<file path="src/rtl/core/impm_pkg.sv">
`default_nettype none
// ----------------------------------------------------------------------------
// impm_pkg
// Shared constants and types of the image MSE and PSNR meter.
// ----------------------------------------------------------------------------
package impm_pkg;

  localparam int unsigned MAX_PIXELS_DEF = 4194304;
  localparam logic [7:0]  OFFSET_RESET   = 8'd40;
  localparam logic [13:0] PSNR_ZERO_MSE  = 14'd9999;
  localparam logic [13:0] PSNR_CAP       = 14'd12000;
  localparam logic [16:0] PEAK_SQ        = 17'd65025;
  localparam logic [28:0] LOG10_2_Q20    = 29'd315652829;

  // Sum of squares width: enough for 2^24 pixels of 255^2
  localparam int SUM_W = 40;
  localparam int Q_W   = 48;    // shifted sum and 65025*count

  // Frame totals handed from the accumulator to the metric unit
  typedef struct packed {
    logic [SUM_W-1:0] sum_t;
    logic [SUM_W-1:0] sum_b;
    logic [24:0]      count;
  } impm_frame_t;

endpackage : impm_pkg
`default_nettype wire

</file>
<file path="src/rtl/core/impm_front.sv">
`default_nettype none
// ----------------------------------------------------------------------------
// impm_front
// Brightens each pixel, accumulates squared differences and counts pixels.
// Pushes one queue entry per pixel; the last pixel carries frame totals.
// ----------------------------------------------------------------------------
module impm_front
  import impm_pkg::*;
#(
  parameter int unsigned MAX_PIXELS = MAX_PIXELS_DEF
) (
  input  wire logic        clk,
  input  wire logic        rst_n,
  input  wire logic [7:0]  offset,
  input  wire logic        in_valid,
  output logic             in_ready,
  input  wire logic [7:0]  ref_px,
  input  wire logic [7:0]  test_px,
  input  wire logic        last_px,
  input  wire logic        q_full,
  output logic             q_push,
  output logic [7:0]       q_bright,
  output logic             q_last,
  output impm_frame_t      q_frame
);

  logic [SUM_W-1:0] sum_t_r, sum_t_nxt, sum_b_r, sum_b_nxt;
  logic [24:0]      cnt_r, cnt_nxt;
  logic [8:0]       bsum;
  logic [7:0]       bright;
  logic [7:0]       d1, d2;
  logic             take;

  // Saturating brightness add
  assign bsum   = {1'b0, test_px} + {1'b0, offset};
  assign bright = bsum[8] ? 8'hFF : bsum[7:0];
  assign d1     = (ref_px > test_px) ? ref_px - test_px : test_px - ref_px;
  assign d2     = (ref_px > bright) ? ref_px - bright : bright - ref_px;
  assign take   = cnt_r < 25'(MAX_PIXELS);

  assign in_ready = !q_full;
  assign q_push   = in_valid && in_ready;

  always_comb begin
    sum_t_nxt = sum_t_r;
    sum_b_nxt = sum_b_r;
    cnt_nxt   = cnt_r;
    if (take) begin
      sum_t_nxt = sum_t_r + SUM_W'(16'(d1) * 16'(d1));
      sum_b_nxt = sum_b_r + SUM_W'(16'(d2) * 16'(d2));
      cnt_nxt   = cnt_r + 25'd1;
    end
  end

  assign q_bright      = bright;
  assign q_last        = last_px;
  assign q_frame.sum_t = sum_t_nxt;
  assign q_frame.sum_b = sum_b_nxt;
  assign q_frame.count = cnt_nxt;

  // Advance accumulators, clear at frame end
  always_ff @(posedge clk) begin
    if (!rst_n) begin
      sum_t_r <= '0;
      sum_b_r <= '0;
      cnt_r   <= '0;
    end else if (q_push) begin
      if (last_px) begin
        sum_t_r <= '0;
        sum_b_r <= '0;
        cnt_r   <= '0;
      end else begin
        sum_t_r <= sum_t_nxt;
        sum_b_r <= sum_b_nxt;
        cnt_r   <= cnt_nxt;
      end
    end
  end

`ifndef ASSERT_OFF
  a_cnt_cap: assert property (@(posedge clk) disable iff (!rst_n)
    cnt_r <= 25'(MAX_PIXELS)) else $error("pixel count beyond cap");
  a_clear: assert property (@(posedge clk) disable iff (!rst_n)
    q_push && last_px |=> cnt_r == '0) else $error("count not cleared");
  a_stall: assert property (@(posedge clk) disable iff (!rst_n)
    !q_push |=> $stable(cnt_r)) else $error("count moved without request");
`endif

endmodule : impm_front
`default_nettype wire

</file>
<file path="config.mk">
export PLATFORM = sky130hd
export DESIGN_NAME = impm_front
export DESIGN_NICKNAME = d
export VERILOG_FILES = /design/src/rtl/core/impm_pkg.sv /design/src/rtl/core/impm_front.sv
export SDC_FILE = /design/constraint.sdc
export NUM_CORES = 1
export LEC_CHECK = 0
export BUFFER_PORTS_ARGS = -buffer_cell sky130_fd_sc_hd__buf_2
export CORE_MARGIN = 8
export CORE_UTILIZATION = 61
export DETAILED_ROUTE_END_ITERATION = 16
export GPL_TIMING_DRIVEN = 0
export PLACE_DENSITY = 0.89
export SYNTH_ARGS = -nofsm -noshare
export SYNTH_HDL_FRONTEND = slang
export SYNTH_SLANG_ARGS = --single-unit
</file>
<file path="constraint.sdc">
create_clock -name clk -period 26.8 [get_ports clk]
set_input_delay 8.04 -clock clk [delete_from_list [all_inputs] [get_ports clk]]
set_output_delay 8.04 -clock clk [all_outputs]
set_load 0.05 [all_outputs]
</file>
== After elaboration in Yosys (flattened, before gate mapping) ==
Index checks and enable logic that the tools add are counted.
Word-level totals
  bits in registers: 105
  bits in latches: 0
  RAM bits: 0
  ROM bits: 0
  bits of input ports: 29
  output and inout port bits: 116
  logic and storage cells: 27
  memories: 0
Operators by class
  add/sub/neg operators: 8
  $mul: 2
  divide/modulo/power cells: 0
  order comparisons: 3
  eq/ne operators: 0
  shift-type cells: 0
  mux-type cells: 9
  bitwise gates (word level): 0
  reductions and logical operators: 2
Operators with widths (count)
  two-way mux 40 bit: 4
  adder 40 x 16 -> 40 bit: 2
  two-way mux 25 bit: 2
  multiplier 8 x 8 -> 16 bit: 2
  subtractor 8 bit: 4
  adder 25 x 1 -> 25 bit (second input constant): 1
  less-than comparator 25 x 23 -> 1 bit (second input constant): 1
  two-way mux 8 bit: 3
  greater-than comparator 8 bit: 2
  adder 8 x 8 -> 9 bit: 1
  logical AND 1 bit: 1
  logical NOT 1 bit: 1

== Depth between registers and ports, before layout ==
  word-level depth: 8
  gate-level depth with buffers: 36
  depth with buffers taken out: 35

== Worst setup path before layout ==
No wires, ideal clock.
  path type: input to output
  start: input port offset[0]
  end: output port q_frame[40] (netlist name)
  arrival: 17.178 ns
  data required time: 18.760 ns
  slack: 1.582 ns
  stages: 34
  buffers on the path: 0
  cells stage by stage: ha_1 fa_1 a211oi_1 nor2_1 or2_2 o31a_1 nor2_1 o21ai_0 ha_1 and4_1 and3_1 nor4_2 a21bo_2 a221oi_1 a41oi_1 xnor2_2 nor2_1 fa_1 inv_1 fa_1 inv_1 ha_1 inv_1 fa_1 inv_1 fa_1 a21o_1 a21oi_1 nor2b_1 o31a_1 nand4_1 nand2b_1 xnor2_1 o21ai_0
RTL lines
  from (decl): RTL line impm_front.sv:14  | input wire logic [7:0] offset,
  to (decl): RTL line impm_front.sv:24  | output impm_frame_t q_frame

==> impl_metrics.ini <==
[critical_path]
max_stage_delay_ns = 0.55
cp_common_cell = fa_1
cp_slowest_cell = fa_1
start_kind = primary input
cp.arrival_ns = 17.79
cp-end-kind = output pin
crit_fanout = 9
critPathKind = in -> out
critPathRequiredTime_ns = 18.76

[synth]
synth_seq_cells = 105
synth_ff_type = dfxtp_1
synth_warnings = 0
synth_edf_count = 0
synth_cell_types = 85
syn_area_um2 = 12200
syn_nets = 1774
synth_area_per_cell_um2 = 7.92
yosysSeqAreaShare_pct = 17.2
syn_inst = 1541
synth-async-reset-ratio_pct = 0

[global_routing]
grt_util_all_layers_pct = 28.6
grt_pass1_vias = 11811
grt_pass1_wl_um = 57200
grt_max_degree = 18
antenna_found_initial = 0
overflow = 0

[die]
die_h_um = 157
rows = 51
start_util_pct = 62.5
ioPinCount = 145
die_area_um2 = 24800
core_area_um2 = 19500
die_w_um = 157

[finish]
area_growth_pct = 10.8
n_antenna_cell = 0
fillers = 1567
nets = 1927
drive_gt1_share_pct = 12.5
fin_cells = 1963

[clock_network]
cts_made_buffers = 9
cts_sinks = 105
post_cts_buffers = 0
htree_levels = 3
worstSkewPairLatency_ns = 0.37
holdBufCountCts = 0
clkTransAtPathRegs_ns = 0.07
cts_resized = 0
cts-root-buf = clkbuf_16
cts_tree = built
clk_path_buf_depth = 2

[detailed_routing]
drc = 0
ant_nets = 0
drt_pass1_iterations = 6
totalWireLength_um = 35500
drtIter0Drc = 1283
vias_per_cell = 6.08
wire_per_inst_um = 18.1
via_count = 11930

[timing]
finalHoldViolCount = 0
fin_tns_setup_ns = 0
rsz0062_at_grt = false
min_period_ns = 25.83
slew_headroom_pct = 24.6
clock_skew_ns = 0.00905
max_freq_mhz = 38.7
slew_viol_final = 0
tightest_slew_ns = 1.13
setup_violations = 0
finalCritPeriodShare_pct = 96.4

[place]
dp.cells = 1948
hpwl_um = 27900
gp_congestion = 0.950
port_buffers = 142

[outcome]
outcome = complete, no violations

[flow_run]
drv_cap = 0

[hold_path]
min_path_type = reg -> reg
==> flip-flops by register name, indices dropped and copies added, names as in the netlist <==
register,count
cnt_r,25
sum_b_r,40
sum_t_r,40
==> final timing paths <==
check,cells after the start,endpoint,start,slack (ns)
setup reg to reg,17,sum_t_r[38],sum_t_r[7],21.79
hold / removal,1,sum_t_r[26],sum_t_r[26],0.47
hold reg to reg,1,sum_t_r[26],sum_t_r[26],0.47
setup / recovery,33,q_frame[53],test_px[0],0.97
==> cell type report <==
cell class                 count  area [um^2]  share of cell area (%)
multi-input combinational   1202         9190                    68.0
sequential                   105         2100                    15.6
timing repair buffer         142          711                    5.26
inverter                     172          646                    4.78
tap                          265          332                    2.45
buffer                        62          259                    1.92
clock buffer                  10          229                    1.69
clock inverter                 5         41.3                   0.306
==> metrics by stage <==
stage	worst slack (ns)	hold slack, ns	instance area [um^2]	utilization (%)
finish	0.968	0.465	13500	69.2
global route	0.399	0.497	13500	69.2
CTS	1.06	0.465	13500	69.2
detailed placement	1.12	0.448	13200	67.8
global placement	1.14	0.434	13200	67.8
floorplan	1.58	0.426	12200	-
==> cells in the mapped netlist, types with 4 or more instances <==
cell / number / area [um^2]
nor3_1: 19 / 95.1
buf_2: 7 / 35.0
nor2_1: 145 / 544
mux2i_1: 10 / 100
a22o_1: 8 / 70.1
nor2b_1: 12 / 75.1
a21oi_1: 71 / 355
nor3b_1: 5 / 37.5
nand4_1: 19 / 119
a31oi_1: 14 / 87.6
or3_1: 24 / 150
clkbuf_1: 47 / 176
o21a_1: 12 / 90.1
nand3_1: 30 / 150
buf_4: 4 / 30.0
xnor2_1: 61 / 534
xor2_1: 50 / 438
mux2_2: 6 / 67.6
o21ai_0: 95 / 475
o211ai_1: 10 / 75.1
a41oi_1: 4 / 35.0
and4_1: 5 / 43.8
inv_1: 172 / 646
ha_1: 124 / 1550
a32o_1: 5 / 50.1
a21boi_0: 5 / 37.5
o21ai_1: 4 / 20.0
nand2_1: 147 / 552
a21o_1: 27 / 203
a211oi_1: 6 / 45.0
nand2b_1: 24 / 150
or2_2: 12 / 75.1
nor4_1: 5 / 31.3
or4_1: 6 / 45.0
nand3b_1: 5 / 37.5
o21bai_1: 6 / 45.0
fa_1: 80 / 1600
and2_1: 11 / 68.8
o31ai_1: 12 / 90.1
and3_1: 27 / 169
dfxtp_1: 105 / 2100
nand4b_1: 5 / 43.8
a22oi_1: 33 / 248
==> cell families (layout without fill, tap and decap cells) <==
family	Yosys count	in the layout	share of synthesized area, %
fa+ha+maj	204	204	25.8
buf+inv	234	391	7.42
flops	105	105	17.2
simple gates	517	517	20.8
mux	17	17	1.47
compound gates	350	350	18.8
xor+xnor	114	114	8.46
==> placed cells by master (no fill, tap or decap), types with 6 or more instances in the layout <==
| cell type | instances |
|---|---|
| and2_1 | 11 |
| or4_1 | 6 |
| a21o_1 | 27 |
| buf_2 | 149 |
| clkbuf_16 | 9 |
| mux2_2 | 6 |
| nand2_1 | 147 |
| nor2b_1 | 12 |
| nand3_1 | 30 |
| a31oi_1 | 14 |
| o31ai_1 | 12 |
| and3_1 | 27 |
| dfxtp_1 | 105 |
| mux2i_1 | 10 |
| nand4_1 | 19 |
| or3_1 | 24 |
| nand2b_1 | 24 |
| inv_1 | 172 |
| o21a_1 | 12 |
| xnor2_1 | 61 |
| o21bai_1 | 6 |
| a22oi_1 | 33 |
| ha_1 | 124 |
| o21ai_0 | 95 |
| xor2_1 | 50 |
| a22o_1 | 8 |
| or2_2 | 12 |
| a211oi_1 | 6 |
| nor2_1 | 145 |
| o211ai_1 | 10 |
| a21oi_1 | 71 |
| fa_1 | 80 |
| nor3_1 | 19 |
| clkbuf_1 | 48 |
==> layer usage <==
metal  share of wire, %  GRT usage, %
met5                  0             0
met4                4.1          12.3
met3                9.7          5.37
met2                 47          47.8
met1                 40          35.5
==> critical path, delay by kind of cell <==
family / cells / cell delay [ns]
AND/OR/NAND/NOR: 9 / 1.90
buffers and inverters: 4 / 0.54
XOR/XNOR: 2 / 0.63
adder cells (fa/ha/maj): 8 / 3.55
AO/OA/AOI/OAI: 10 / 3.13
Power is left out: the tool's default activity adds up to more than one toggle a clock period on the data nets, which glitch-free logic cannot reach.
