`src/rtl/core/impm_pkg.sv`:
```
`default_nettype none
// ----------------------------------------------------------------------------
// impm_pkg
// Shared constants and types of the image MSE and PSNR meter.
// ----------------------------------------------------------------------------
package impm_pkg;

  localparam int unsigned MAX_PIXELS_DEF = 4194304;
  localparam logic [7:0]  OFFSET_RESET   = 8'd40;
  localparam logic [13:0] PSNR_ZERO_MSE  = 14'd9999;
  localparam logic [13:0] PSNR_CAP       = 14'd12000;
  localparam logic [16:0] PEAK_SQ        = 17'd65025;
  localparam logic [28:0] LOG10_2_Q20    = 29'd315652829;

  // Sum of squares width: enough for 2^24 pixels of 255^2
  localparam int SUM_W = 40;
  localparam int Q_W   = 48;    // shifted sum and 65025*count

  // Frame totals handed from the accumulator to the metric unit
  typedef struct packed {
    logic [SUM_W-1:0] sum_t;
    logic [SUM_W-1:0] sum_b;
    logic [24:0]      count;
  } impm_frame_t;

endpackage : impm_pkg
`default_nettype wire

```
`src/rtl/core/impm_back.sv`:
```
`default_nettype none
// ----------------------------------------------------------------------------
// impm_back
// Pops queue entries and drives results. Frame-end entries run a serial
// divider for both MSEs and a squaring log2 unit for both PSNRs.
// ----------------------------------------------------------------------------
module impm_back
  import impm_pkg::*;
(
  input  wire logic        clk,
  input  wire logic        rst_n,
  input  wire logic        q_empty,
  input  wire logic [7:0]  q_bright,
  input  wire logic        q_last,
  input  wire impm_frame_t q_frame,
  output logic             q_pop,
  output logic             out_valid,
  input  wire logic        out_ready,
  output logic [7:0]       o_bright,
  output logic             o_done,
  output logic [23:0]      o_mse_t,
  output logic [23:0]      o_mse_b,
  output logic [13:0]      o_psnr_t,
  output logic [13:0]      o_psnr_b
);

  typedef enum logic [3:0] {
    S_IDLE, S_DIV, S_LNORM, S_LSQ, S_LMUL, S_LSEL, S_PMUL, S_PRND, S_OUT
  } state_t;

  state_t           st_r;
  impm_frame_t      fr_r;
  logic [7:0]       bright_r;
  logic             done_r;
  logic [Q_W-1:0]   rem_r;
  logic [Q_W-1:0]   quo_r;
  logic [Q_W-1:0]   dvd_r;
  logic [5:0]       bit_r;
  logic             which_r;       // 0 test, 1 brightened
  logic [23:0]      mse_t_r, mse_b_r;
  logic [13:0]      psnr_t_r, psnr_b_r;
  logic             lsel_r;        // 0 numerator log, 1 denominator log
  logic [Q_W-1:0]   lv_r;
  logic [31:0]      ly_r;
  logic [63:0]      lsq_r;
  logic [4:0]       li_r;
  logic [25:0]      lr_r;
  logic [25:0]      ln_r;
  logic [25:0]      d_r;
  logic [54:0]      pm_r;
  logic [5:0]       msb;
  logic [SUM_W-1:0] cur_sum;
  logic [Q_W-1:0]   rem_sh;
  logic [Q_W-1:0]   num_v;
  logic [31:0]      y_sq;
  logic [13:0]      psnr_v;
  logic [40:0]      pround;

  assign cur_sum = which_r ? fr_r.sum_b : fr_r.sum_t;
  assign num_v   = Q_W'(fr_r.count) * Q_W'(PEAK_SQ);
  assign rem_sh  = {rem_r[Q_W-2:0], dvd_r[bit_r]};
  assign y_sq    = lsq_r[61:30];
  assign pround  = 41'((pm_r + (55'd1 << 39)) >> 40);
  assign psnr_v  = (pround > 41'(PSNR_CAP)) ? PSNR_CAP : pround[13:0];

  // Leading one position of the log operand
  always_comb begin
    msb = '0;
    for (int i = 0; i < Q_W; i++) begin
      if (lv_r[i]) msb = 6'(i);
    end
  end

  assign q_pop = (st_r == S_IDLE) && !q_empty;

  // Sequencer and registered outputs
  always_ff @(posedge clk) begin
    if (!rst_n) begin
      st_r      <= S_IDLE;
      out_valid <= 1'b0;
    end else begin
      case (st_r)
        S_IDLE: begin
          if (!q_empty) begin
            bright_r <= q_bright;
            done_r   <= q_last;
            fr_r     <= q_frame;
            mse_t_r  <= '0;
            mse_b_r  <= '0;
            psnr_t_r <= '0;
            psnr_b_r <= '0;
            which_r  <= 1'b0;
            if (q_last) begin
              rem_r <= '0;
              quo_r <= '0;
              dvd_r <= {q_frame.sum_t, 8'd0};
              bit_r <= 6'(Q_W-1);
              st_r  <= S_DIV;
            end else begin
              st_r  <= S_OUT;
            end
          end
        end
        // Restoring division, one quotient bit a cycle
        S_DIV: begin
          if (rem_sh >= Q_W'(fr_r.count)) begin
            rem_r <= rem_sh - Q_W'(fr_r.count);
            quo_r <= {quo_r[Q_W-2:0], 1'b1};
          end else begin
            rem_r <= rem_sh;
            quo_r <= {quo_r[Q_W-2:0], 1'b0};
          end
          if (bit_r == '0) begin
            lsel_r <= 1'b0;
            lv_r   <= num_v;
            st_r   <= S_LNORM;
          end
          bit_r <= bit_r - 6'd1;
        end
        // Latch the MSE and scale the log operand to Q1.30
        S_LNORM: begin
          if (!which_r) mse_t_r <= quo_r[23:0];
          else          mse_b_r <= quo_r[23:0];
          if (msb > 6'd30) ly_r <= 32'(lv_r >> (msb - 6'd30));
          else             ly_r <= 32'(lv_r << (6'd30 - msb));
          lr_r <= 26'({msb, 20'd0});
          li_r <= 5'd19;
          st_r <= S_LSQ;
        end
        S_LSQ: begin
          lsq_r <= ly_r * ly_r;
          st_r  <= S_LSEL;
        end
        S_LSEL: begin
          if (y_sq[31]) begin
            ly_r <= {1'b0, y_sq[31:1]};
            lr_r[li_r] <= 1'b1;
          end else begin
            ly_r <= y_sq;
          end
          if (li_r == '0) st_r <= S_LMUL;
          else begin
            li_r <= li_r - 5'd1;
            st_r <= S_LSQ;
          end
        end
        // One log done: move on to the other or subtract
        S_LMUL: begin
          if (!lsel_r) begin
            ln_r   <= lr_r;
            lsel_r <= 1'b1;
            lv_r   <= Q_W'(cur_sum);
            st_r   <= S_LNORM;
          end else begin
            d_r  <= (ln_r > lr_r) ? ln_r - lr_r : '0;
            st_r <= S_PMUL;
          end
        end
        S_PMUL: begin
          pm_r <= 55'(d_r) * 55'(LOG10_2_Q20);
          st_r <= S_PRND;
        end
        S_PRND: begin
          if (!which_r) psnr_t_r <= (cur_sum == '0) ? PSNR_ZERO_MSE : psnr_v;
          else          psnr_b_r <= (cur_sum == '0) ? PSNR_ZERO_MSE : psnr_v;
          if (!which_r) begin
            which_r <= 1'b1;
            rem_r   <= '0;
            quo_r   <= '0;
            dvd_r   <= {fr_r.sum_b, 8'd0};
            bit_r   <= 6'(Q_W-1);
            st_r    <= S_DIV;
          end else begin
            out_valid <= 1'b1;
            st_r      <= S_OUT;
          end
        end
        S_OUT: begin
          if (out_valid && out_ready) begin
            out_valid <= 1'b0;
            st_r      <= S_IDLE;
          end else begin
            out_valid <= 1'b1;
          end
        end
        default: st_r <= S_IDLE;
      endcase
    end
  end

  // S_LNORM keeps its mse capture; the log operand path stays unaffected
  assign o_bright = bright_r;
  assign o_done   = done_r;
  assign o_mse_t  = mse_t_r;
  assign o_mse_b  = mse_b_r;
  assign o_psnr_t = psnr_t_r;
  assign o_psnr_b = psnr_b_r;

`ifndef ASSERT_OFF
  a_pop_idle: assert property (@(posedge clk) disable iff (!rst_n)
    q_pop |=> !out_valid) else $error("pop while result pending");
  a_valid_state: assert property (@(posedge clk) disable iff (!rst_n)
    out_valid |-> st_r == S_OUT) else $error("result outside output state");
  a_nondone_zero: assert property (@(posedge clk) disable iff (!rst_n)
    out_valid && !o_done |-> o_mse_t == '0 && o_psnr_b == '0)
    else $error("metrics on non-final pixel");
`endif

endmodule : impm_back
`default_nettype wire

```
`config.mk`:
```
export PLATFORM = sky130hd
export DESIGN_NAME = impm_back
export DESIGN_NICKNAME = d
export VERILOG_FILES = /design/src/rtl/core/impm_pkg.sv /design/src/rtl/core/impm_back.sv
export SDC_FILE = /design/constraint.sdc
export NUM_CORES = 2
export LEC_CHECK = 0
export BUFFER_PORTS_ARGS = -buffer_cell sky130_fd_sc_hd__buf_4
export CORE_MARGIN = 3
export CORE_UTILIZATION = 55
export CTS_CLUSTER_SIZE = 10
export DETAILED_ROUTE_END_ITERATION = 8
export HOLD_SLACK_MARGIN = 0.02
export PLACE_DENSITY = 0.73
export SYNTH_ARGS = -nofsm -noshare
export SYNTH_HDL_FRONTEND = slang
export SYNTH_SLANG_ARGS = --single-unit
```
`constraint.sdc`:
```
create_clock -name clk -period 23.4 [get_ports clk]
set_clock_uncertainty 0.1 [all_clocks]
set_input_delay 3.51 -clock clk [delete_from_list [all_inputs] [get_ports clk]]
set_output_delay 3.51 -clock clk [all_outputs]
set_load 0.02 [all_outputs]
```
; ---- After elaboration in Yosys (flattened, before gate mapping)
; Index checks and enable logic that the tools add are counted.
[totals]
regBits = 602
[op_classes]
add_sub_neg = 7
multipliers = 3
magnitude_cmp = 7
eq_ne = 19
n_shift = 2
n_mux = 104
bitwise = 3
n_reduce_logical = 33
[ops]
columns = op, n
row1 = $mux W6, 48
row2 = $mux W48, 5
row3 = $pmux W48 S2, 2
row4 = $mux W47, 4
row5 = $pmux W47 S3, 1
row6 = $pmux W24 S2, 2
row7 = $mux W24, 3
row8 = $pmux W24 S3, 1
row9 = $mux W14, 5
row10 = $pmux W32 S2, 1
row11 = $mul A32 B32 Y62, 1
row12 = $pmux W14 S2, 2
row13 = $add A55 B40 Y55 const B, 1
row14 = $mul A26 B29 Y55 const B, 1
row15 = $pmux W26 S2, 1
row16 = $ge A48 B25 Y1, 1
row17 = $shl A48 B6 Y32, 1
row18 = $shr A48 B6 Y32, 1
row19 = $sub A47 B25 Y47, 1
row20 = $mul A25 B16 Y41 const B, 1
row21 = $logic_not A40 Y1, 1
row22 = $mux W40, 1
row23 = $pmux W4 S9, 1
row24 = $mux W32, 1
row25 = 41 further kinds, 91

; ---- Depth between registers and ports, before layout
[logic_depth]
ltp_word = 51
depth_mapped = 32
ltp_nobuf = 30

; ---- Worst setup path before layout
; OpenSTA, ideal clock, no wires.
[synth_path]
path_type = input port to flip-flop
start = input q_empty
end = register bit_r[0], enable pin
setup_time_ps = 623
arrival_time_ps = 9413
t_required_ps = 22677
setup_slack_ps = 13264
stages = 3
cell_sequence = a211oi_1 > a31oi_1 > nor3b_1
[synth_via]
elab_chain_len = 2
[synth_rtl]
columns = item, line_no
row1 = start: declaration, impm_back.sv:12  ; input wire logic q_empty,
row2 = $ne A2 B2 Y1 (no source line), --
row3 = $reduce_and A5 Y1 (no source line), --
row4 = end signal: assignment, impm_back.sv:97  ; bit_r <= 6'(Q_W-1);
row5 = end signal: assignment, impm_back.sv:118  ; bit_r <= bit_r - 6'd1;
row6 = end signal: assignment, impm_back.sv:171  ; bit_r <= 6'(Q_W-1);
row7 = end: declaration, impm_back.sv:38  ; logic [5:0] bit_r;
; No other way between the ends.
; A chain may end at the register's enable or synchronous reset.

; ---- Worst setup path after layout
[layout_path]
start = register ly_r[7]
end = register lsq_r[58] (data pin)
[layout_via]
elab_chain_len = 1
[layout_rtl]
columns = item, line_no
row1 = start: declaration, impm_back.sv:44  ; logic [31:0] ly_r;
row2 = start signal: assignment, impm_back.sv:124  ; if (msb > 6'd30) ly_r <= 32'(lv_r >> (msb - 6'd30));
row3 = start signal: assignment, impm_back.sv:125  ; else ly_r <= 32'(lv_r << (6'd30 - msb));
row4 = start signal: assignment, impm_back.sv:136  ; ly_r <= {1'b0, y_sq[31:1]};
row5 = $mul A32 B32 Y62, impm_back.sv:131  ; lsq_r <= ly_r * ly_r;
row6 = end signal: assignment, impm_back.sv:131
row7 = end: declaration, impm_back.sv:45  ; logic [63:0] lsq_r;
; No other way between the ends.

==> results.toml <==
[status]
status = "completed"

[sta]
finalHoldViolations = 0
relSlewSlack = 0.1080
fin_setup_tns_ns = 0
setup_violations = 0
finalCriticalPeriod_ns = 9.574
rsz0062_at_grt = "no"
fmax_ghz = 0.1045
drv_slew = 0
final.period_utilization = 0.4091
tightest_slew_ns = 1.328
fin_ws_ns = 13.83

[worst_setup_path]
path_buf_inv = 6
worst_setup_path_end_kind = "flip-flop"
cp_top_family = "adder cells"
crit_path_frequent_cell = "fa_1"
path_class = "flip-flop to flip-flop"
startpoint_type = "flip-flop"
crit_fanout = 25
slowest_delay_ns = 0.60
worstPathRequired_ns = 23.69
crit_arrival_ns = 9.86
crit_path_top_delay_cell = "a221oi_1"

[synth]
synthArstFlopShare = 0
yosysSeqAreaShare = 0.2169
syn_area_um2 = 71500
synth_edf_count = 513
synthCells = 6892
yosys_warnings = 0
synth_cell_types = 90
synth_nets = 8922
synth.avg_cell_area_um2 = 10.37
synth_flop_cell = "edfxtp_1"
synth_seq_cells = 518

[route]
first_pass_iters = 6
antenna_left = 0
wirelength_um = 198700
route.detailed.drc = 0
routed-via-count = 50439
drt_first_iter_violations = 4037
wire_per_inst_um = 22.64
viasPerCell = 5.747

[grt]
grt_pass1_vias = 54279
grt_pass1_wl_um = 313400
grt_max_degree = 72
grt.total_usage = 0.3028
overflow = 0
grt_antenna_before_repair = 3

[floorplan]
ioPinCount = 205
die_w_um = 366.6
dieArea_um2 = 134400
start_util = 0.5571
num_rows = 131
die_h_um = 366.6
coreArea_um2 = 128300

[cts]
clockRootBuffer = "clkbuf_16"
clock_sinks = 518
cts_tree = "yes"
hold_buffers = 0
cts.htree.levels = 3
cts_buffer_depth = 3
clk_latency_ns = 0.68
clk_pin_slew_ns = 0.06
postCtsSetupBuffers = 0
post_cts_resized = 0
cts_buffers = 67

[final_layout]
nets = 9046
final_layout_size_suffix_gt1_frac = 0.06798
layout.cells.non_filler = 8776
final_area_um2 = 76970
syn_to_final_growth_pct = 7.651
final_common_cell = "inv_1"
final_cell_mix = "inv_1, fa_1, ha_1"

[place]
dp.final_hpwl_um = 159600
pre_cts_slack_ns = 13.89
port_buffers = 204
gp_congestion = 1.018
place_area_um2 = 74980
dp.cells = 8676

[worst_hold_path]
hp-class = "flip-flop to flip-flop"

[run]
drv_cap = 0
path summary, 6_finish.rpt:
| check | from | to | slack [ns] | depth (start not counted) |
|---|---|---|---|---|
| hold / removal | lr_r[18] | ln_r[18] | 0.35 | 0 |
| setup / recovery | ly_r[7] | lsq_r[58] | 13.83 | 27 |
| hold reg to reg | lr_r[18] | ln_r[18] | 0.35 | 0 |
| setup reg to reg | ly_r[7] | lsq_r[58] | 13.83 | 27 |
area by class of cell:
type                            instances  area, um^2
Sequential cell                       518       15500
Multi-Input combinational cell       4600       49370
Timing Repair Buffer                  285        2140
Clock buffer                           73        1699
Tap cell                             1729        2163
Inverter                             1544        5796
Clock inverter                         26       287.8
Antenna cell                            1       2.502
Fill cell                           10572       51370
cells by family (layout without fill, tap and decap cells):
group	Yosys count	in the layout	synth area share
compound gates	771	771	0.06977
xor+xnor	163	163	0.01997
fa+ha+maj	1912	1912	0.4612
mux	197	197	0.03514
simple gates	1557	1557	0.1032
other cells	0	1	0
flops	518	518	0.2169
buf+inv	1774	1928	0.09380
layer usage:
| layer | GRT usage | wire [um] |
|---|---|---|
| met4 | 0.1581 | 12660 |
| met1 | 0.3935 | 77380 |
| met5 | 0 | 24 |
| met3 | 0.05761 | 16790 |
| met2 | 0.4851 | 91820 |
Yosys cell counts, types with 27 or more instances:
| master | count | area [um^2] |
|---|---|---|
| mux4_2 | 40 | 900.9 |
| xnor2_1 | 103 | 902.1 |
| nand2_1 | 534 | 2004 |
| xor2_1 | 60 | 525.5 |
| nor3_1 | 85 | 425.4 |
| clkbuf_1 | 197 | 739.5 |
| nor4_1 | 33 | 206.5 |
| o211ai_1 | 27 | 202.7 |
| and3_1 | 46 | 287.8 |
| nor2_1 | 365 | 1370 |
| o21a_1 | 27 | 202.7 |
| nand4_1 | 27 | 168.9 |
| a21o_1 | 67 | 503.0 |
| inv_1 | 1535 | 5762 |
| a31oi_1 | 35 | 219.0 |
| nand3_1 | 75 | 375.4 |
| nand2b_1 | 36 | 225.2 |
| mux2i_1 | 134 | 1341 |
| edfxtp_1 | 513 | 15400 |
| a21oi_1 | 215 | 1076 |
| o21ai_0 | 158 | 790.8 |
| fa_1 | 1206 | 24140 |
| and2_1 | 233 | 1458 |
| a211oi_1 | 51 | 382.9 |
| nor2b_1 | 44 | 275.3 |
| ha_1 | 706 | 8833 |
through the flow:
stage	utilization	hold slack, ns
after floorplan	-	0.3264
after global placement	0.5842	0.3292
after detailed placement	0.5842	0.3345
after CTS	0.5997	0.3547
after global routing	0.5997	0.3598
final	0.5997	0.3506
sequential cells by signal (all words and copies together), names as in the netlist, 4 cells and up:
signal / count
bit_r: 6
d_r: 26
dvd_r: 40
fr_r: 105
li_r: 5
ln_r: 26
lr_r: 26
lsq_r: 32
lv_r: 41
ly_r: 32
o_bright: 8
o_mse_b: 24
o_mse_t: 24
o_psnr_b: 14
o_psnr_t: 14
pm_r: 16
quo_r: 24
rem_r: 47
st_r: 4
Power is left out: the tool's default activity adds up to more than one toggle a clock period on the data nets, which glitch-free logic cannot reach.
