### src/rtl/core/impm_pkg.sv
`default_nettype none
// ----------------------------------------------------------------------------
// impm_pkg
// Shared constants and types of the image MSE and PSNR meter.
// ----------------------------------------------------------------------------
package impm_pkg;

  localparam int unsigned MAX_PIXELS_DEF = 4194304;
  localparam logic [7:0]  OFFSET_RESET   = 8'd40;
  localparam logic [13:0] PSNR_ZERO_MSE  = 14'd9999;
  localparam logic [13:0] PSNR_CAP       = 14'd12000;
  localparam logic [16:0] PEAK_SQ        = 17'd65025;
  localparam logic [28:0] LOG10_2_Q20    = 29'd315652829;

  // Sum of squares width: enough for 2^24 pixels of 255^2
  localparam int SUM_W = 40;
  localparam int Q_W   = 48;    // shifted sum and 65025*count

  // Frame totals handed from the accumulator to the metric unit
  typedef struct packed {
    logic [SUM_W-1:0] sum_t;
    logic [SUM_W-1:0] sum_b;
    logic [24:0]      count;
  } impm_frame_t;

endpackage : impm_pkg
`default_nettype wire

### src/rtl/core/impm_queue.sv
`default_nettype none
// ----------------------------------------------------------------------------
// impm_queue
// Short FIFO between the accumulator front and the metric back end.
// ----------------------------------------------------------------------------
module impm_queue
  import impm_pkg::*;
#(
  parameter int WIDTH = 8,
  parameter int DEPTH = 4
) (
  input  wire logic             clk,
  input  wire logic             rst_n,
  input  wire logic             push,
  input  wire logic [WIDTH-1:0] push_data,
  output logic                  full,
  input  wire logic             pop,
  output logic [WIDTH-1:0]      pop_data,
  output logic                  empty
);

  localparam int AW = (DEPTH > 1) ? $clog2(DEPTH) : 1;

  logic [WIDTH-1:0] mem [DEPTH];
  logic [AW-1:0]    wp_r, rp_r;
  logic [AW:0]      cnt_r;

  assign full     = cnt_r == (AW+1)'(DEPTH);
  assign empty    = cnt_r == '0;
  assign pop_data = mem[rp_r];

  // Hold entries
  always_ff @(posedge clk) begin
    if (push) mem[wp_r] <= push_data;
  end

  // Advance pointers
  always_ff @(posedge clk) begin
    if (!rst_n) begin
      wp_r  <= '0;
      rp_r  <= '0;
      cnt_r <= '0;
    end else begin
      if (push) wp_r <= (wp_r == AW'(DEPTH-1)) ? '0 : wp_r + 1'b1;
      if (pop)  rp_r <= (rp_r == AW'(DEPTH-1)) ? '0 : rp_r + 1'b1;
      cnt_r <= cnt_r + (AW+1)'(push) - (AW+1)'(pop);
    end
  end

`ifndef ASSERT_OFF
  a_no_over: assert property (@(posedge clk) disable iff (!rst_n)
    !(push && full)) else $error("push into full queue");
  a_no_under: assert property (@(posedge clk) disable iff (!rst_n)
    !(pop && empty)) else $error("pop from empty queue");
  a_bound: assert property (@(posedge clk) disable iff (!rst_n)
    cnt_r <= (AW+1)'(DEPTH)) else $error("queue count out of range");
`endif

endmodule : impm_queue
`default_nettype wire

### config.mk
export PLATFORM = sky130hd
export DESIGN_NAME = impm_queue
export DESIGN_NICKNAME = d
export VERILOG_FILES = /design/src/rtl/core/impm_pkg.sv /design/src/rtl/core/impm_queue.sv
export SDC_FILE = /design/constraint.sdc
export NUM_CORES = 1
export LEC_CHECK = 0
export BUFFER_PORTS_ARGS = -buffer_cell sky130_fd_sc_hd__buf_4
export CAP_MARGIN = 20
export CORE_ASPECT_RATIO = 0.75
export CORE_MARGIN = 2
export CORE_UTILIZATION = 40
export DETAILED_ROUTE_END_ITERATION = 8
export GPL_ROUTABILITY_DRIVEN = 1
export HOLD_SLACK_MARGIN = 0.02
export SLEW_MARGIN = 30
export SYNTH_ARGS = -nofsm -noshare
export SYNTH_HDL_FRONTEND = slang
export SYNTH_SLANG_ARGS = --single-unit
export TNS_END_PERCENT = 1
### constraint.sdc
create_clock -name clk -period 1.7 [get_ports clk]
set_clock_uncertainty 0.1 [all_clocks]
set_input_delay 0.34 -clock clk [delete_from_list [all_inputs] [get_ports clk]]
set_output_delay 0.34 -clock clk [all_outputs]
set_load 0.02 [all_outputs]
==> Yosys cells after proc, flatten, opt, wreduce, memory -nomap -nowiden <==
Memories as Yosys holds them, arrays and structs flattened. A register that Yosys moved wholly into a read port is not among the register bits.
Index checks and enable logic that the tools add are counted.
{ "classes": {"addsub": 4, "n_mux": 6, "reduce_logical": 1, "eq_ne": 3} }
{ "op_table": {"columns": ["op", "count"], "rows": [
  ["$mux 2", 4],
  ["$add 2x1->2 const B", 2],
  ["$eq 2x2->1 const B", 2],
  ["$add 3x1->3", 1],
  ["$eq 3x3->1 const B", 1],
  ["$logic_not 3->1", 1],
  ["$sub 3x1->3", 1],
  ["$mux 1", 2]
]} }
{ "word_totals": {"ff_bits": 7, "word_cells": 18, "n_memories": 1, "mem_bits_rw": 32} }
{ "memory_table": {"columns": ["memory", "depth", "word_bits", "read_ports", "rd_ports_with_merged_regs", "write_ports", "line_no", "text"], "rows": [
  ["mem", 4, 8, 1, 1, 1, "impm_queue.sv:24", "logic [WIDTH-1:0] mem [DEPTH];"]
]} }

==> Longest topological paths before layout <==
Gate-level depths: netlist (run 1).
{ "logic_depth": {"word_depth": 4, "ltp_mapped": 7, "ltp_nobuf": 7} }

==> Worst setup path after synthesis (run 1) <==
No wires, ideal clock.
{ "synth_path": {"kind": "register to register", "start": "reg cnt_r[0]", "end": "reg cnt_r[2]", "setup_ns": 0.116, "path_stages_with_launch": 8, "path_buffers": 0, "t_arrival_ns": 1.392, "required_ns": 1.484, "setup_slack_ns": 0.093, "synth_period_minus_slack_ns": 1.607, "cell_sequence": "dfxtp_1 inv_1 ha_1 inv_1 ha_1 fa_1 xor3_1 nor2_1"} }
{ "synth_via": {"elab_chain_cells": 2} }
{ "synth_lines": {"columns": ["item", "line_no", "text"], "rows": [
  ["from (decl)", "impm_queue.sv:26", "logic [AW:0] cnt_r;"],
  ["from (signal assigned)", "impm_queue.sv:46", "cnt_r <= cnt_r + (AW+1)'(push) - (AW+1)'(pop);"],
  ["$add 3x1->3", "impm_queue.sv:46", null],
  ["$sub 3x1->3", "impm_queue.sv:46", null]
]} }
Every way passes these cells.
A chain may end at the register's enable or synchronous reset.

==> metrics.md, run 1 <==
| Metric | Value |
|---|---|
| Power Density | 1150 nW/um^2 |
| Total design power | roughly 2.4 mW |
| Mux share of post-synthesis cell area | 12.4% |
| Final Critical Period | approximately 1.9 ns |
| H-Tree Level Count | 2 |
| Pins Over Slew Limit | 0 |
| Worst Path Arrival | 1.43 ns |
| Post-synthesis adder-cell area fraction | roughly 6.7% |
| Largest family of logic cells by synthesized area | multiplexers |
| 1st-pass router iterations | 4 |
| Root Buffer | clkbuf_8 |
| Total die area | between 4000 and 5000 um^2 |
| Crit path launch type | flip-flop |
| Synthesized net count | 106 |
| Crit. End Element | primary output |
| Core Area | approximately 3800 um^2 |
| Area Growth Syn to Fin | 26.5% |
| Bufs on Longest Clock Path | 2 |
| Worst-path fanout max | 3 |
| Worst setup path category | reg2out |
| WP data required | around 1.3 ns |
| Syn avg cell area | ~19 um^2 |
| Final hold vios | 0 |
| Setup Viol. Count Final | 8 |
| Worst path slowest cell | mux4_2 |
| RSZ-0062 raised after global routing | yes |
| Height of the die | slightly below 60 um |
| CP peak stage delay | around 0.52 ns |
| YS warnings | 0 |
| Worst hold endpoint | mem[2][3]$_DFFE_PP_ |
| Min-delay src | push_data[3] |
| Yosys top cell area share | 59.5% |
| GRT overflow | 0 |
| Post-Synth XOR/XNOR Area | under 10% |
| Fin cells | approximately 170 |
| Routed length per instance | between 15 and 20 um |
| Commonest non-fill, non-tap cell in the layout | edfxtp_1 |
| Flop2flop setup slack | approximately 0.060 ns |
| Compound-gate portion of the synthesized area | less than 1% |
| Yosys cell types | 17 |
| TritonCTS clock tree | yes |
| Path depth of the worst reg2reg path | 6 |
| End of the worst register-to-register path | cnt_r[1]$_SDFF_PN0_ |
| Top Ports | 22 |
| Drc violations | 0 |
| Static Leak | 0.782 nW |
| Largest net degree at the start of global routing | 13 |
| Final core utilization | a little over half |
| Die X | just under 80 um |
| Worst-path clk slew | roughly 0.070 ns |
| Final worst path period share | 110% |
| Initial antenna violation count | 0 |
| F_max | between 500 and 600 MHz |
| Ant diodes | 0 |
| Starting Density | a little over two fifths |
| CTS buffer count | 5 |
| Cell area after technology mapping | around 1600 um^2 |
| Placed cells | between 150 and 200 |
| Sequential area share after synthesis | between 70 and 80% |
| Via Count | between 800 and 900 |
| Top delay family on crit path | multiplexers |
| Total negative slack | -1.26 ns |
| Synth Instances | 86 |
| CP Cell Sequence | buf_4, mux4_2, buf_6 |
| First-pass GRT wire length | about 4400 um |
| FP Rows | 19 |
| Critical path buffer and inverter count | 2 |
| Final worst slack | -0.170 ns |
| Peak VDD IR | between 0.6 and 0.7 mV |
| Vias in the first global route | between 900 and 1000 |
| #FFs+latches synth | approximately 40 |
| Commonest cells after routing, fill and taps aside | 32 x edfxtp_1, 22 x buf_4, 8 x mux4_2, 8 x buf_6 |
| Simple-gate share of the synthesized area | under 10% |
| Violated checks | setup timing |
| Total of max-cap violations | 0 |
| Top cells by area, synth | edfxtp_1 59%, dfxtp_1 11%, mux4_2 11% |
| # clock sinks | 41 |
| GRT Total Usage | between 10% and 20% |
| HP Class | in2reg |
| Final WL | 2680 um |
| Worst Tran Pin Value | around 0.21 ns |
| Max-slew headroom | 86.1% |
| Routability congestion estimate | around 0.78 |
| Clock latency at the later pin of the worst-skew pair | around 0.29 ns |
| Fin nets | between 100 and 150 |
| # hold bufs at CTS | 0 |
| DRT iter0 DRCs | roughly 60 |
| Drt via density | ~4.7 |
| Outcome | finished, violations left |
| Hold path depth | 1 |
| DPL Wire Length | approximately 2000 um |
| Worst R2R Start | cnt_r[0]$_SDFF_PN0_ |
| Port buffer count | 21 |
| Share of layout cells above drive strength 1 | between 40% and 50% |
| Synth area leader | edfxtp_1 |
| Remaining antenna violation count | 0 |
==> registers in the layout (all words and copies together), names as in the netlist, named ones only <==
name / flops
cnt_r: 3
mem: 32
rp_r: 2
wp_r: 2
==> worst max path at each step <==
stage	slack, ns	startpoint	endpoint	cells past startpoint
floorplan	0.09	cnt_r[0]$_SDFF_PN0_	cnt_r[2]$_SDFF_PN0_	7
global placement	-0.04	pop	cnt_r[2]$_SDFF_PN0_	7
detailed placement	-0.08	pop	cnt_r[2]$_SDFF_PN0_	7
CTS	-0.19	flip-flop	pop_data[5]	3
global route	-0.22	flip-flop	pop_data[6]	3
finish	-0.17	flip-flop	pop_data[0]	3
==> through the flow <==
stage               hold slack, ns  worst slack (ns)  instance area [um^2]
CTS                          0.134            -0.193                  2040
floorplan                    0.339            0.0926                  1620
global placement             0.397           -0.0436                  1890
global route                 0.133            -0.218                  2040
finish                       0.146            -0.170                  2040
detailed placement           0.410           -0.0802                  1890
==> final cells by class <==
type / count / area, um^2
fill: 333 / 1710
sequential: 41 / 1140
multi-input combinational: 36 / 437
timing repair buffer: 30 / 255
clock buffer: 7 / 86.3
tap: 52 / 65.1
clock inverter: 1 / 30.0
inverter: 7 / 26.3
==> cell families after synthesis <==
kind of cell	Yosys count
AO/OA/AOI/OAI	2
AND/OR/NAND/NOR	15
flip-flops	41
multiplexers	10
adder cells (fa/ha/maj)	8
XOR/XNOR	1
buffers and inverters	9
==> cells in the mapped netlist (all sizes together) <==
cell type  instances
edfxtp            32
nand2b             2
clkbuf             1
or3b               2
buf                1
ha                 7
mux4               8
and2               6
nor2               3
dfxtp              9
a21oi              2
fa                 1
nor3               1
mux2i              2
xor3               1
inv                7
and3               1
==> timing repair <==
item                       4_1_cts  5_1_grt
resized for setup               10        2
buffers inserted                 0        0
setup endpoints to repair        9        9
==> power by group <==
part           internal (mW)  switching [mW]
Clock                  0.478           0.316
Combinational          0.212           0.180
Sequential              1.14          0.0303
Total                   1.83           0.526
==> worst register-to-register path, stage by stage (launching register included) <==
cell,delay (ns)
dfxtp_2,0.33
inv_1,0.05
ha_1,0.26
inv_1,0.06
ha_2,0.16
fa_2,0.41
and2_1,0.16
==> per-layer routing <==
metal / vias to the layer above / wire, um / global-route usage (%)
met2: 19 / 1420 / 23.6
li1: 391 / - / -
met4: 0 / 72 / 9.18
met3: 7 / 89 / 4.12
met1: 407 / 1090 / 15.8
met5: - / 0 / 0
Power figures use the tool's default switching activity.
==> run 2, diff against run 1 <==
--- a/config.mk
+++ b/config.mk
@@ -13,6 +13,7 @@
 export DETAILED_ROUTE_END_ITERATION = 8
 export GPL_ROUTABILITY_DRIVEN = 1
 export HOLD_SLACK_MARGIN = 0.02
+export PLACE_DENSITY_LB_ADDON = 0.15
 export SLEW_MARGIN = 30
 export SYNTH_ARGS = -nofsm -noshare
 export SYNTH_HDL_FRONTEND = slang
==> metrics.md, run 2 (synthesis results as in run 1) <==
| Metric | Value |
|---|---|
| F_max | 541 MHz |
| Starting Density | 43.0% |
| Remaining antenna violation count | 0 |
| RSZ-0062 raised after global routing | yes |
| Ant diodes | 0 |
| Worst-path fanout max | 4 |
| Register share of total power | between 40% and 50% |
| Core Area | roughly 3800 um^2 |
| Setup bufs post-CTS | 0 |
| Final WL | between 2000 and 3000 um |
| H-Tree Level Count | 2 |
| Max reg flops | 32 |
| DRT iter0 DRCs | between 40 and 50 |
| # hold bufs at CTS | 0 |
| Worst Tran Pin Value | ~0.22 ns |
| Largest net degree at the start of global routing | 13 |
| Vias in the first global route | approximately 900 |
| WP data required | 1.26 ns |
| Top Ports | 22 |
| Fin nets | 143 |
| # clock sinks | 41 |
| Total of max-cap violations | 0 |
| CTS buffer count | 5 |
| HP Class | in2reg |
| Final Critical Period | ~1.8 ns |
| First-pass GRT wire length | roughly 4200 um |
| Top reg by flops | mem |
| Height of the die | about 59 um |
| Crit path launch type | flip-flop |
| Worst setup path category | reg2out |
| TritonCTS clock tree | yes |
| Share of layout cells above drive strength 1 | approximately two fifths |
| Total design power | approximately 2.4 mW |
| Drt via density | 4.64 |
| Max-slew headroom | 85.6% |
| DPL Wire Length | approximately 1900 um |
| Commonest non-fill, non-tap cell in the layout | edfxtp_1 |
| Final hold vios | 0 |
| Routability congestion estimate | 0.751 |
| Pins Over Slew Limit | 0 |
| Port buffer count | 21 |
| Commonest cells after routing, fill and taps aside | 32 x edfxtp_1, 21 x buf_4, 10 x buf_6 |
| Violated checks | setup timing |
| Final worst slack | -0.148 ns |
| Routed length per instance | about 14 um |
| Area Growth Syn to Fin | 28.5% |
| Worst-path clk slew | roughly 0.08 ns |
| Placed Area | ~1900 um^2 |
| FP Rows | 19 |
| Final core utilization | between 50 and 60% |
| Static Leak | between 0.7 and 0.8 nW |
| Power Density | 1140 nW/um^2 |
| Outcome | finished, violations left |
| Drc violations | 0 |
| Worst Path Arrival | 1.41 ns |
| Final worst path period share | 109% |
| Power Internal | roughly 1.8 mW |
| Hold path depth | 1 |
| NetSw | roughly 500 uW |
| Die X | between 70 and 80 um |
| Total die area | approximately 4600 um^2 |
| GRT Total Usage | roughly an eighth |
| Via Count | just over 800 |
| Switching Share | about 22% |
| Root Buffer | clkbuf_8 |
| Initial antenna violation count | 0 |
| Crit. End Element | primary output |
| Post-Layout Inst Area | about 2100 um^2 |
| GRT overflow | 0 |
| Largest registers | mem (32), cnt_r (3) |
| Peak VDD IR | 0.731 mV |
| Clock network power share | 33.3% |
| Clock latency at the later pin of the worst-skew pair | 0.28 ns |
| WHS | between 0.15 and 0.2 ns |
| Bufs on Longest Clock Path | 2 |
| Path depth of the worst reg2reg path | 6 |
| 1st-pass router iterations | 4 |
| Comb pwr share | between 10% and 20% |
| Setup Viol. Count Final | 8 |
[run 2: power groups by stage]
stage          sequential, mW  clock, mW  combinational, mW
6_report                 1.17      0.785              0.399
5_1_grt                  1.18      0.857              0.434
3_3_place_gp             1.19          0              0.370
3_5_place_dp             1.20          0              0.381
2_1_floorplan            1.19          0              0.232
4_1_cts                  1.17      0.804              0.405
[run 2: worst max-delay path, cell delays in order (launching register included)]
cell and delay, ns:
dfxtp_2 0.34, buf_6 0.13, mux4_2 0.51, buf_6 0.15
[run 2: worst paths after layout]
| check | from | endpoint | slack, ns |
|---|---|---|---|
| setup / recovery | flip-flop | pop_data[4] | -0.15 |
| hold / removal | push_data[6] | mem[0][6]$_DFFE_PP_ | 0.15 |
| setup reg to reg | cnt_r[0]$_SDFF_PN0_ | cnt_r[1]$_SDFF_PN0_ | 0.05 |
| hold reg to reg | rp_r[0]$_SDFFE_PN0P_ | flip-flop | 0.42 |
[run 2: cell type report]
cell class | instances | area [um^2]
clock buffers | 7 | 86.3
clock inverters | 1 | 30.0
fillers | 320 | 1680
inverters | 7 | 26.3
multi-input cells | 36 | 434
flip-flops and latches | 41 | 1140
well taps | 52 | 65.1
repair buffers | 32 | 290
[run 2: stage by stage]
step	setup TNS, ns	cells	setup slack, ns
after detailed placement	-0.134	168	-0.0757
after floorplan	0	86	0.0926
after global placement	-0.0586	168	-0.0466
final	-1.14	176	-0.148
after global routing	-1.67	176	-0.219
after CTS	-1.32	176	-0.175
[run 2: layer usage]
layer	global-route usage [%]	vias to the layer above	wire, um
li1	-	393	-
met1	16.6	404	1150
met2	20.0	18	1200
met3	4.88	2	152
met4	4.59	0	8
met5	0	-	0
[run 2: what timing repair did]
item                                    in CTS  in global routing
gates cloned                                 0                  0
endpoints found under the setup margin       8                 10
resized for setup                           11                  2
